### config.mk
export PLATFORM = sky130hd
export DESIGN_NAME = kronecker_product_stream
export DESIGN_NICKNAME = d
export VERILOG_FILES = /design/src/design/kps_pkg.sv /design/src/design/kronecker_product_stream.sv /design/src/design/kps_front.sv /design/src/design/kps_queue.sv /design/src/design/kps_back.sv
export SDC_FILE = /design/constraint.sdc
export NUM_CORES = 2
export LEC_CHECK = 0
export CORE_MARGIN = 2
export CORE_UTILIZATION = 50
export DETAILED_ROUTE_END_ITERATION = 6
export DONT_BUFFER_PORTS = 1
export HOLD_SLACK_MARGIN = 0.1
export PLACE_DENSITY = 0.68
export SYNTH_ARGS = -nofsm -noshare
export SYNTH_HDL_FRONTEND = slang
export SYNTH_SLANG_ARGS = --single-unit
### constraint.sdc
create_clock -name clk_i -period 7.6 [get_ports clk_i]
set_input_delay 0.38 -clock clk_i [delete_from_list [all_inputs] [get_ports clk_i]]
set_output_delay 0.38 -clock clk_i [all_outputs]
set_load 0.02 [all_outputs]
### src/design/kps_pkg.sv
// shared types, constants and register codes for the kronecker product stream
// no dependencies
package kps_pkg;

  // sizes of the b store and the a matrix
  localparam int B_DIM_MAX   = 4;
  localparam int A_DIM_MAX   = 1024;
  localparam int STORE_DEPTH = B_DIM_MAX * B_DIM_MAX;
  localparam int BI_W        = (B_DIM_MAX > 1) ? $clog2(B_DIM_MAX) : 1;
  localparam int SA_W        = (STORE_DEPTH > 1) ? $clog2(STORE_DEPTH) : 1;

  // fixed field widths
  localparam int IDX_W  = 10;
  localparam int VAL_W  = 32;
  localparam int OUT_W  = 12;
  localparam int PROD_W = 64;
  localparam int DIM_W  = 3;
  localparam int CFG_IDX_W  = 2;
  localparam int CFG_DATA_W = 3;

  // queue between the front and the back
  localparam int QUEUE_DEPTH = 2;
  localparam int QP_W        = (QUEUE_DEPTH > 1) ? $clog2(QUEUE_DEPTH) : 1;
  localparam int QC_W        = $clog2(QUEUE_DEPTH + 1);

  typedef enum logic {
    CMD_LOAD   = 1'b0,
    CMD_STREAM = 1'b1
  } cmd_e;

  typedef enum logic [CFG_IDX_W-1:0] {
    CFG_ROWS_B    = 2'd0,
    CFG_COLS_B    = 2'd1,
    CFG_SKIP_ZERO = 2'd2
  } cfg_reg_e;

  typedef enum logic {
    BK_IDLE = 1'b0,
    BK_WALK = 1'b1
  } back_state_e;

  // dimensions in use after clamping, and the skip mode
  typedef struct packed {
    logic [DIM_W-1:0] rows;
    logic [DIM_W-1:0] cols;
    logic             skip;
  } cfg_t;

  // one classified item in the queue
  typedef struct packed {
    logic             is_load;
    logic [IDX_W-1:0] row;
    logic [IDX_W-1:0] col;
    logic [VAL_W-1:0] value;
  } q_item_t;

endpackage

### src/design/kronecker_product_stream.sv
// Streaming Kronecker product A (x) B with B held in a 4x4 store of Q16.16
// entries. A load item (cmd 0) takes one queue slot; a stream item (cmd 1)
// walks B column by column, one store entry per cycle, waiting at an entry
// that gives a triplet while the operand stage cannot take it, and yields
// one triplet per cycle when the output is not stalled. An A element holds
// the back end until its walk over up to rows_b*cols_b entries ends, right
// after the last triplet it emits. The pace is set by the single read of
// the B store and the one 32x32 multiplier that every triplet passes
// through. A triplet goes from the store read through the operand stage
// into the output register. A two-entry queue lets input items be taken
// while the back end is still walking. Configuration writes are taken at
// any time and must only be made while the block is idle.
// depends on kps_pkg, kps_front, kps_queue and kps_back
module kronecker_product_stream (
  input  logic                           clk_i,
  input  logic                           rst_ni,
  input  logic                           cfg_valid_i,
  output logic                           cfg_ready_o,
  input  logic [kps_pkg::CFG_IDX_W-1:0]  cfg_index_i,
  input  logic [kps_pkg::CFG_DATA_W-1:0] cfg_data_i,
  input  logic                           in_valid_i,
  output logic                           in_ready_o,
  input  logic                           cmd_i,
  input  logic [kps_pkg::IDX_W-1:0]      row_index_i,
  input  logic [kps_pkg::IDX_W-1:0]      col_index_i,
  input  logic signed [kps_pkg::VAL_W-1:0] element_value_i,
  output logic                           out_valid_o,
  input  logic                           out_ready_i,
  output logic [kps_pkg::OUT_W-1:0]      out_row_o,
  output logic [kps_pkg::OUT_W-1:0]      out_col_o,
  output logic signed [kps_pkg::PROD_W-1:0] product_value_o,
  output logic                           last_o
);
  import kps_pkg::*;

  cfg_t    cfg;
  q_item_t push_item, pop_item;
  logic    q_push, q_ready, q_pop, q_valid;

  // accept and classify
  kps_front u_front (
    .clk_i           (clk_i),
    .rst_ni          (rst_ni),
    .cfg_valid_i     (cfg_valid_i),
    .cfg_ready_o     (cfg_ready_o),
    .cfg_index_i     (cfg_index_i),
    .cfg_data_i      (cfg_data_i),
    .in_valid_i      (in_valid_i),
    .in_ready_o      (in_ready_o),
    .cmd_i           (cmd_i),
    .row_index_i     (row_index_i),
    .col_index_i     (col_index_i),
    .element_value_i (element_value_i),
    .q_ready_i       (q_ready),
    .q_push_o        (q_push),
    .q_item_o        (push_item),
    .cfg_o           (cfg)
  );

  // item queue
  kps_queue u_queue (
    .clk_i   (clk_i),
    .rst_ni  (rst_ni),
    .push_i  (q_push),
    .item_i  (push_item),
    .ready_o (q_ready),
    .pop_i   (q_pop),
    .valid_o (q_valid),
    .item_o  (pop_item)
  );

  // store, walk and multiply
  kps_back u_back (
    .clk_i           (clk_i),
    .rst_ni          (rst_ni),
    .cfg_i           (cfg),
    .q_valid_i       (q_valid),
    .q_item_i        (pop_item),
    .q_pop_o         (q_pop),
    .out_valid_o     (out_valid_o),
    .out_ready_i     (out_ready_i),
    .out_row_o       (out_row_o),
    .out_col_o       (out_col_o),
    .product_value_o (product_value_o),
    .last_o          (last_o)
  );

endmodule

### src/design/kps_front.sv
// front: configuration registers, item acceptance and classification
// depends on kps_pkg
module kps_front (
  input  logic                           clk_i,
  input  logic                           rst_ni,
  input  logic                           cfg_valid_i,
  output logic                           cfg_ready_o,
  input  logic [kps_pkg::CFG_IDX_W-1:0]  cfg_index_i,
  input  logic [kps_pkg::CFG_DATA_W-1:0] cfg_data_i,
  input  logic                           in_valid_i,
  output logic                           in_ready_o,
  input  logic                           cmd_i,
  input  logic [kps_pkg::IDX_W-1:0]      row_index_i,
  input  logic [kps_pkg::IDX_W-1:0]      col_index_i,
  input  logic [kps_pkg::VAL_W-1:0]      element_value_i,
  input  logic                           q_ready_i,
  output logic                           q_push_o,
  output kps_pkg::q_item_t               q_item_o,
  output kps_pkg::cfg_t                  cfg_o
);
  import kps_pkg::*;

  logic [DIM_W-1:0] rows_q, rows_d;
  logic [DIM_W-1:0] cols_q, cols_d;
  logic             skip_q, skip_d;
  logic [DIM_W-1:0] rows_used, cols_used;
  logic             keep;

  // register writes
  assign cfg_ready_o = 1'b1;

  always_comb begin
    rows_d = rows_q;
    cols_d = cols_q;
    skip_d = skip_q;
    if (cfg_valid_i) begin
      unique case (cfg_reg_e'(cfg_index_i))
        CFG_ROWS_B:    rows_d = cfg_data_i;
        CFG_COLS_B:    cols_d = cfg_data_i;
        CFG_SKIP_ZERO: skip_d = cfg_data_i[0];
        default:       ;
      endcase
    end
  end

  always_ff @(posedge clk_i or negedge rst_ni) begin
    if (!rst_ni) begin
      rows_q <= DIM_W'(B_DIM_MAX);
      cols_q <= DIM_W'(B_DIM_MAX);
      skip_q <= 1'b0;
    end else begin
      rows_q <= rows_d;
      cols_q <= cols_d;
      skip_q <= skip_d;
    end
  end

  // clamp sizes to the store
  assign rows_used = (int'(rows_q) > B_DIM_MAX) ? DIM_W'(B_DIM_MAX) : rows_q;
  assign cols_used = (int'(cols_q) > B_DIM_MAX) ? DIM_W'(B_DIM_MAX) : cols_q;

  assign cfg_o.rows = rows_used;
  assign cfg_o.cols = cols_used;
  assign cfg_o.skip = skip_q;

  // classify: drop loads outside b, and a elements while b has no rows or columns
  always_comb begin
    if (cmd_e'(cmd_i) == CMD_LOAD) begin
      keep = (int'(row_index_i) < int'(rows_used)) && (int'(col_index_i) < int'(cols_used));
    end else begin
      keep = (int'(row_index_i) < A_DIM_MAX) && (int'(col_index_i) < A_DIM_MAX)
          && (rows_used != '0) && (cols_used != '0);
    end
  end

  assign in_ready_o        = q_ready_i;
  assign q_push_o          = in_valid_i && q_ready_i && keep;
  assign q_item_o.is_load  = (cmd_e'(cmd_i) == CMD_LOAD);
  assign q_item_o.row      = row_index_i;
  assign q_item_o.col      = col_index_i;
  assign q_item_o.value    = element_value_i;

endmodule

### src/design/kps_queue.sv
// short fifo of classified items between front and back
// depends on kps_pkg
module kps_queue (
  input  logic             clk_i,
  input  logic             rst_ni,
  input  logic             push_i,
  input  kps_pkg::q_item_t item_i,
  output logic             ready_o,
  input  logic             pop_i,
  output logic             valid_o,
  output kps_pkg::q_item_t item_o
);
  import kps_pkg::*;

  q_item_t          mem_q [QUEUE_DEPTH];
  logic [QP_W-1:0]  wr_ptr_q, wr_ptr_d;
  logic [QP_W-1:0]  rd_ptr_q, rd_ptr_d;
  logic [QC_W-1:0]  count_q, count_d;
  logic             do_push, do_pop;

  assign ready_o = (int'(count_q) != QUEUE_DEPTH);
  assign valid_o = (count_q != '0);
  assign item_o  = mem_q[rd_ptr_q];
  assign do_push = push_i && ready_o;
  assign do_pop  = pop_i && valid_o;

  // pointer and fill count update
  always_comb begin
    wr_ptr_d = wr_ptr_q;
    rd_ptr_d = rd_ptr_q;
    count_d  = count_q;
    if (do_push) begin
      wr_ptr_d = (int'(wr_ptr_q) == QUEUE_DEPTH - 1) ? '0 : wr_ptr_q + 1'b1;
    end
    if (do_pop) begin
      rd_ptr_d = (int'(rd_ptr_q) == QUEUE_DEPTH - 1) ? '0 : rd_ptr_q + 1'b1;
    end
    if (do_push && !do_pop) begin
      count_d = count_q + 1'b1;
    end else if (do_pop && !do_push) begin
      count_d = count_q - 1'b1;
    end
  end

  always_ff @(posedge clk_i or negedge rst_ni) begin
    if (!rst_ni) begin
      wr_ptr_q <= '0;
      rd_ptr_q <= '0;
      count_q  <= '0;
    end else begin
      wr_ptr_q <= wr_ptr_d;
      rd_ptr_q <= rd_ptr_d;
      count_q  <= count_d;
    end
  end

  // storage
  always_ff @(posedge clk_i) begin
    if (do_push) begin
      mem_q[wr_ptr_q] <= item_i;
    end
  end

endmodule

### src/design/kps_back.sv
// back: b store, walk over b per a element, multiply and output register
// depends on kps_pkg
module kps_back (
  input  logic                         clk_i,
  input  logic                         rst_ni,
  input  kps_pkg::cfg_t                cfg_i,
  input  logic                         q_valid_i,
  input  kps_pkg::q_item_t             q_item_i,
  output logic                         q_pop_o,
  output logic                         out_valid_o,
  input  logic                         out_ready_i,
  output logic [kps_pkg::OUT_W-1:0]    out_row_o,
  output logic [kps_pkg::OUT_W-1:0]    out_col_o,
  output logic signed [kps_pkg::PROD_W-1:0] product_value_o,
  output logic                         last_o
);
  import kps_pkg::*;

  back_state_e state_q, state_d;

  logic [VAL_W-1:0]       b_store_q [STORE_DEPTH];
  logic [STORE_DEPTH-1:0] mask;
  logic [STORE_DEPTH-1:0] rem_q;
  logic [STORE_DEPTH-1:0] cur_bit, rem_left;
  logic [BI_W-1:0]        i_q, j_q;
  logic [OUT_W-1:0]       row_base_q, col_base_q;
  logic [VAL_W-1:0]       a_q;
  logic [SA_W-1:0]        cur_addr, load_addr;
  logic [IDX_W+DIM_W-1:0] row_prod, col_prod;
  logic                   walk, cur_hit, emit, step, start, load;
  logic                   adv_out, s1_free;

  // first pipeline stage
  logic                   s1_valid_q;
  logic [OUT_W-1:0]       s1_row_q, s1_col_q;
  logic signed [VAL_W-1:0] s1_a_q, s1_b_q;
  logic                   s1_last_q;

  // output register
  logic                   out_valid_q;
  logic [OUT_W-1:0]       out_row_q, out_col_q;
  logic signed [PROD_W-1:0] out_prod_q, prod;
  logic                   out_last_q;

  // entries that give a triplet for the next a element
  always_comb begin
    for (int k = 0; k < STORE_DEPTH; k++) begin
      mask[k] = ((k / B_DIM_MAX) < int'(cfg_i.rows)) && ((k % B_DIM_MAX) < int'(cfg_i.cols))
             && (!cfg_i.skip || (b_store_q[k] != '0));
    end
  end

  // walk position and handshakes
  assign cur_addr = SA_W'(int'(i_q) * B_DIM_MAX + int'(j_q));
  assign cur_bit  = STORE_DEPTH'(1) << cur_addr;
  assign rem_left = rem_q & ~cur_bit;
  assign cur_hit  = rem_q[cur_addr];
  assign walk     = (state_q == BK_WALK);
  assign adv_out  = !out_valid_q || out_ready_i;
  assign s1_free  = !s1_valid_q || adv_out;
  assign emit     = walk && cur_hit && s1_free;
  assign step     = walk && (!cur_hit || s1_free);
  assign start    = q_pop_o && !q_item_i.is_load && (mask != '0);
  assign load     = q_pop_o && q_item_i.is_load;
  assign load_addr = SA_W'(int'(q_item_i.row[BI_W-1:0]) * B_DIM_MAX
                         + int'(q_item_i.col[BI_W-1:0]));
  assign row_prod = (IDX_W + DIM_W)'(q_item_i.row) * (IDX_W + DIM_W)'(cfg_i.rows);
  assign col_prod = (IDX_W + DIM_W)'(q_item_i.col) * (IDX_W + DIM_W)'(cfg_i.cols);

  // next state
  always_comb begin
    state_d = state_q;
    unique case (state_q)
      BK_IDLE: if (start) state_d = BK_WALK;
      BK_WALK: if (step && (rem_left == '0)) state_d = BK_IDLE;
      default: state_d = BK_IDLE;
    endcase
  end

  // state outputs
  always_comb begin
    unique case (state_q)
      BK_IDLE: q_pop_o = q_valid_i;
      BK_WALK: q_pop_o = 1'b0;
      default: q_pop_o = 1'b0;
    endcase
  end

  always_ff @(posedge clk_i or negedge rst_ni) begin
    if (!rst_ni) begin
      state_q <= BK_IDLE;
    end else begin
      state_q <= state_d;
    end
  end

  // b store, cleared at reset
  always_ff @(posedge clk_i or negedge rst_ni) begin
    if (!rst_ni) begin
      for (int k = 0; k < STORE_DEPTH; k++) begin
        b_store_q[k] <= '0;
      end
    end else if (load) begin
      b_store_q[load_addr] <= q_item_i.value;
    end
  end

  // walk counters, column outer and row inner
  always_ff @(posedge clk_i or negedge rst_ni) begin
    if (!rst_ni) begin
      i_q   <= '0;
      j_q   <= '0;
      rem_q <= '0;
    end else if (start) begin
      i_q   <= '0;
      j_q   <= '0;
      rem_q <= mask;
    end else if (step) begin
      rem_q <= rem_left;
      if (DIM_W'(i_q) + DIM_W'(1) == cfg_i.rows) begin
        i_q <= '0;
        j_q <= j_q + 1'b1;
      end else begin
        i_q <= i_q + 1'b1;
      end
    end
  end

  // per element operands
  always_ff @(posedge clk_i) begin
    if (start) begin
      row_base_q <= row_prod[OUT_W-1:0];
      col_base_q <= col_prod[OUT_W-1:0];
      a_q        <= q_item_i.value;
    end
  end

  // operand stage
  always_ff @(posedge clk_i or negedge rst_ni) begin
    if (!rst_ni) begin
      s1_valid_q <= 1'b0;
    end else if (s1_free) begin
      s1_valid_q <= emit;
    end
  end

  always_ff @(posedge clk_i) begin
    if (emit) begin
      s1_row_q  <= row_base_q + OUT_W'(i_q);
      s1_col_q  <= col_base_q + OUT_W'(j_q);
      s1_a_q    <= a_q;
      s1_b_q    <= b_store_q[cur_addr];
      s1_last_q <= (rem_left == '0);
    end
  end

  // multiply into the output register
  assign prod = s1_a_q * s1_b_q;

  always_ff @(posedge clk_i or negedge rst_ni) begin
    if (!rst_ni) begin
      out_valid_q <= 1'b0;
    end else if (adv_out) begin
      out_valid_q <= s1_valid_q;
    end
  end

  always_ff @(posedge clk_i) begin
    if (adv_out && s1_valid_q) begin
      out_row_q  <= s1_row_q;
      out_col_q  <= s1_col_q;
      out_prod_q <= prod;
      out_last_q <= s1_last_q;
    end
  end

  assign out_valid_o     = out_valid_q;
  assign out_row_o       = out_row_q;
  assign out_col_o       = out_col_q;
  assign product_value_o = out_prod_q;
  assign last_o          = out_last_q;

  // checks
  a_pop_idle: assert property (@(posedge clk_i) disable iff (!rst_ni)
    q_pop_o |-> (state_q == BK_IDLE))
    else $error("queue popped during a walk");

  a_walk_pending: assert property (@(posedge clk_i) disable iff (!rst_ni)
    (state_q == BK_WALK) |-> (rem_q != '0))
    else $error("walk with no entries left");

  a_s1_hold: assert property (@(posedge clk_i) disable iff (!rst_ni)
    (s1_valid_q && out_valid_q && !out_ready_i) |=> s1_valid_q)
    else $error("operand stage lost an item under stall");

  a_last_ends: assert property (@(posedge clk_i) disable iff (!rst_ni)
    (emit && (rem_left == '0)) |=> (state_q == BK_IDLE))
    else $error("walk continued after the last triplet");

endmodule
==> impl_metrics.env <==
export IMPL_hold_class="in2async"
export IMPL_cp_slowest_stage_delay_ns=0.61
export IMPL_cts_tree="yes"
export IMPL_final_hold_violation_count=546
export IMPL_ant_nets=0
export IMPL_drive_gt1_share_pct=15.4
export IMPL_r2r_start="u_back.s1_a_q[7]$_DFFE_PP_"
export IMPL_grt_busiest_layer="met2"
export IMPL_startpoint="u_back.s1_a_q[7]$_DFFE_PP_"
export IMPL_ys_flop_type="dfrtp_1"
export IMPL_rr_worst_depth=25
export IMPL_critPathSlowestCell="fa_2"
export IMPL_synth_top_area_share_pct=29.7
export IMPL_cts_root_buf="clkbuf_16"
export IMPL_area_growth_pct=14.9
export IMPL_period_needed_ns=7.84
export IMPL_arrival_ns=8.27
export IMPL_routed_wl_um=190000
export IMPL_synth_seq_area_share_pct=32.1
export IMPL_timing_critical_path_mode_cell="fa_1"
export IMPL_maxCapViolCount=0
export IMPL_cts_buffer_depth=3
export IMPL_gp_congestion=0.920
export IMPL_use_met1_pct=36.8
export IMPL_synth_common_cells="nand2_1 (1151), fa_1 (1102), inv_1 (1096)"
export IMPL_rsz0062_at_grt="true"
export IMPL_crit_fanout=11
export IMPL_nNetsFinal=8661
export IMPL_synth_area_per_cell_um2=10.7
export IMPL_synth_yosys_warnings=0
export IMPL_status="finished with violations"
export IMPL_vias=51100
export IMPL_worst_slew_pin_slew_ns=1.71
export IMPL_pre_cts_slack_ns=-0.804
export IMPL_required_ns=8.02
export IMPL_fin_util_pct=57.8
export IMPL_final_setup_skew_ns=0.0554
export IMPL_drv_slew=168
export IMPL_syn_inst=6977
export IMPL_slew_headroom_pct=-13.8
export IMPL_io_pins=155
export IMPL_hold_buffers=65
export IMPL_drt_initial_drc_count=3887
export IMPL_timing_setup_tns_ns=-0.897
export IMPL_synth_edff_count=340
export IMPL_syn_nets=8362
export IMPL_use_met3_pct=4.46
export IMPL_num_rows=141
export IMPL_fillers=12000
export IMPL_cp_start_kind="register"
export IMPL_violations="hold timing, slew limit, setup timing"
export IMPL_worstSetupPathType="reg2reg"
export IMPL_critPathBufInv=7
export IMPL_grt_pass1_vias=54200
export IMPL_setup_ws_ns=-0.245
export IMPL_start_util_pct=50.3
export IMPL_period_share_pct=103
export IMPL_grt_pass1_wl_um=307000
export IMPL_synthDistinctLibCells=74
export IMPL_grt_usage_pct=25.8
export IMPL_coreArea_um2=148000
export IMPL_holdWs_ns=-0.652
export IMPL_synth_seq_cells=886
export IMPL_overflow=0
export IMPL_finalSetupViolCount=9
export IMPL_clk_latency_ns=0.74
export IMPL_synth_largest_area_cell="fa_1"
export IMPL_antenna_found_initial=3
export IMPL_fp_dieH_um=390
export IMPL_ys_top_cells_by_area="fa_1 (30%), dfrtp_1 (18%), edfxtp_1 (14%)"
export IMPL_use_met2_pct=41.5
export IMPL_syn_area_um2=74300
export IMPL_wl_per_cell_um=20.4
export IMPL_async_reset_ff_share_pct=61.6
export IMPL_grt_max_degree=547
export IMPL_yosys_cell_count_top_type="nand2_1"
export IMPL_crit_cells=25
export IMPL_max_clock_freq_mhz=127
export IMPL_io_buffers=0
export IMPL_dp_hpwl_um=147000
export IMPL_cp_end_kind="register"
export IMPL_dieArea_um2=152000
export IMPL_first_pass_iters=6
export IMPL_cts_buffers=97
export IMPL_drc=0
export IMPL_viasPerCell=5.50
export IMPL_clkSinkCount=886
export IMPL_h_tree_depth=3
export IMPL_die_w_um=390
export IMPL_critical_path_top_delay_family="adder cells"
export IMPL_clkSlewWorstSetupHoldPaths_ns=0.06
## layer usage
layer  vias to the layer above  routed length [µm]
met4                         4                4550
met1                     26300               81300
met2                      1755               89900
met3                       272               14200
li1                      22700                   -
met5                         -                  32
## registers in the layout (all words and copies together) (netlist names), 2 cells and up
register	count
u_back.row_base_q	12
u_back.i_q	2
u_back.s1_col_q	12
u_back.a_q	32
u_queue.mem_q	106
u_back.b_store_q	512
u_back.s1_a_q	32
u_queue.count_q	2
u_back.rem_q	16
u_front.cols_q	3
u_back.product_value_o	64
u_back.col_base_q	12
u_back.s1_row_q	12
u_front.rows_q	3
u_back.s1_b_q	32
u_back.out_col_o	12
u_back.j_q	2
u_back.out_row_o	12
## through the flow
stage	area [µm²]	std cells
after CTS	84400	9253
after detailed placement	79400	8971
final	85400	9293
after global routing	85400	9292
after floorplan	74300	6977
after global placement	79400	8971
## worst paths after layout
| kind | end | slack, ns |
|---|---|---|
| min in group clk_i | u_queue.wr_ptr_q$_DFFE_PN0P_ | 0.17 |
| setup / recovery | u_back.product_value_o[61]$_DFFE_PP_ | -0.24 |
| hold reg to reg | u_back.s1_a_q[16]$_DFFE_PP_ | 0.40 |
| max in group asynchronous | u_back.b_store_q[262]$_DFFE_PN0P_ | 6.86 |
| hold / removal | u_queue.count_q[0]$_DFFE_PN0P_ | -0.65 |
| setup reg to reg | u_back.product_value_o[61]$_DFFE_PP_ | -0.24 |
## area by class of cell
| type | instances | area, µm² | area share (%) |
|---|---|---|---|
| clock inverters | 69 | 767 | 0.899 |
| well taps | 1930 | 2410 | 2.83 |
| flip-flops and latches | 886 | 23900 | 28.0 |
| multi-input cells | 4599 | 46000 | 53.9 |
| clock buffers | 115 | 2560 | 2.99 |
| inverters | 1097 | 4120 | 4.83 |
| diodes | 2 | 5.00 | 0.00586 |
| repair buffers | 595 | 5560 | 6.51 |
## worst reg2reg max path, cell delays in order (launching register included)
cell and delay [ns]:
edfxtp_1 0.32, buf_4 0.19, buf_4 0.16, buf_4 0.16, nand2_1 0.08, fa_1 0.53, inv_1 0.05, fa_1 0.56
fa_1 0.46, fa_1 0.56, fa_2 0.61, fa_1 0.45, fa_1 0.49, inv_1 0.05, fa_1 0.50, inv_1 0.07
ha_4 0.28, nand2_2 0.11, nor4_4 0.35, nand4_4 0.19, a2111oi_4 0.44, buf_12 0.18, nor2_4 0.06, o21a_4 0.22
o41ai_4 0.37, xor2_1 0.12
## logic make-up (layout without fill, tap and decap cells)
group | count (synthesis) | count (layout) | share of synthesized area, %
xor+xnor | 115 | 115 | 1.36
compound gates | 828 | 828 | 6.11
other cells | 1 | 3 | 0.00505
mux | 228 | 228 | 5.89
flops | 886 | 886 | 32.1
fa+ha+maj | 1322 | 1322 | 33.4
buf+inv | 1492 | 1876 | 7.56
simple gates | 2105 | 2105 | 13.6
## what timing repair did
action,CTS,global route
hold endpoints to repair,662,546
resized for setup,157,171
pin swaps,57,134
endpoints found under the setup margin,24,27
setup buffers,32,38
gates cloned,3,2
## layout by cell type, fill, tap and decap left out, drive strengths merged, types with 10 or more instances in the layout
cell type	Yosys	routed
a211oi	14	14
a21o	36	36
a21oi	149	149
and2	528	528
and3	11	11
buf	27	529
clkbuf	368	116
clkinv	0	40
dfrtp	544	544
dlygate4sd3	0	65
edfxtp	340	340
fa	1102	1102
ha	220	220
inv	1097	1108
mux2	26	26
mux2i	37	37
mux4	165	165
nand2	1151	1151
nand2b	21	21
nand3	19	19
nand4	29	29
nor2	116	116
nor2b	47	47
nor3	10	10
nor4	124	124
nor4b	17	17
o21ai	555	555
o21bai	11	11
or4	16	16
xnor2	84	84
xor2	31	31
Power is left out: the tool's default activity adds up to more than one toggle a clock period on the data nets, which glitch-free logic cannot reach.
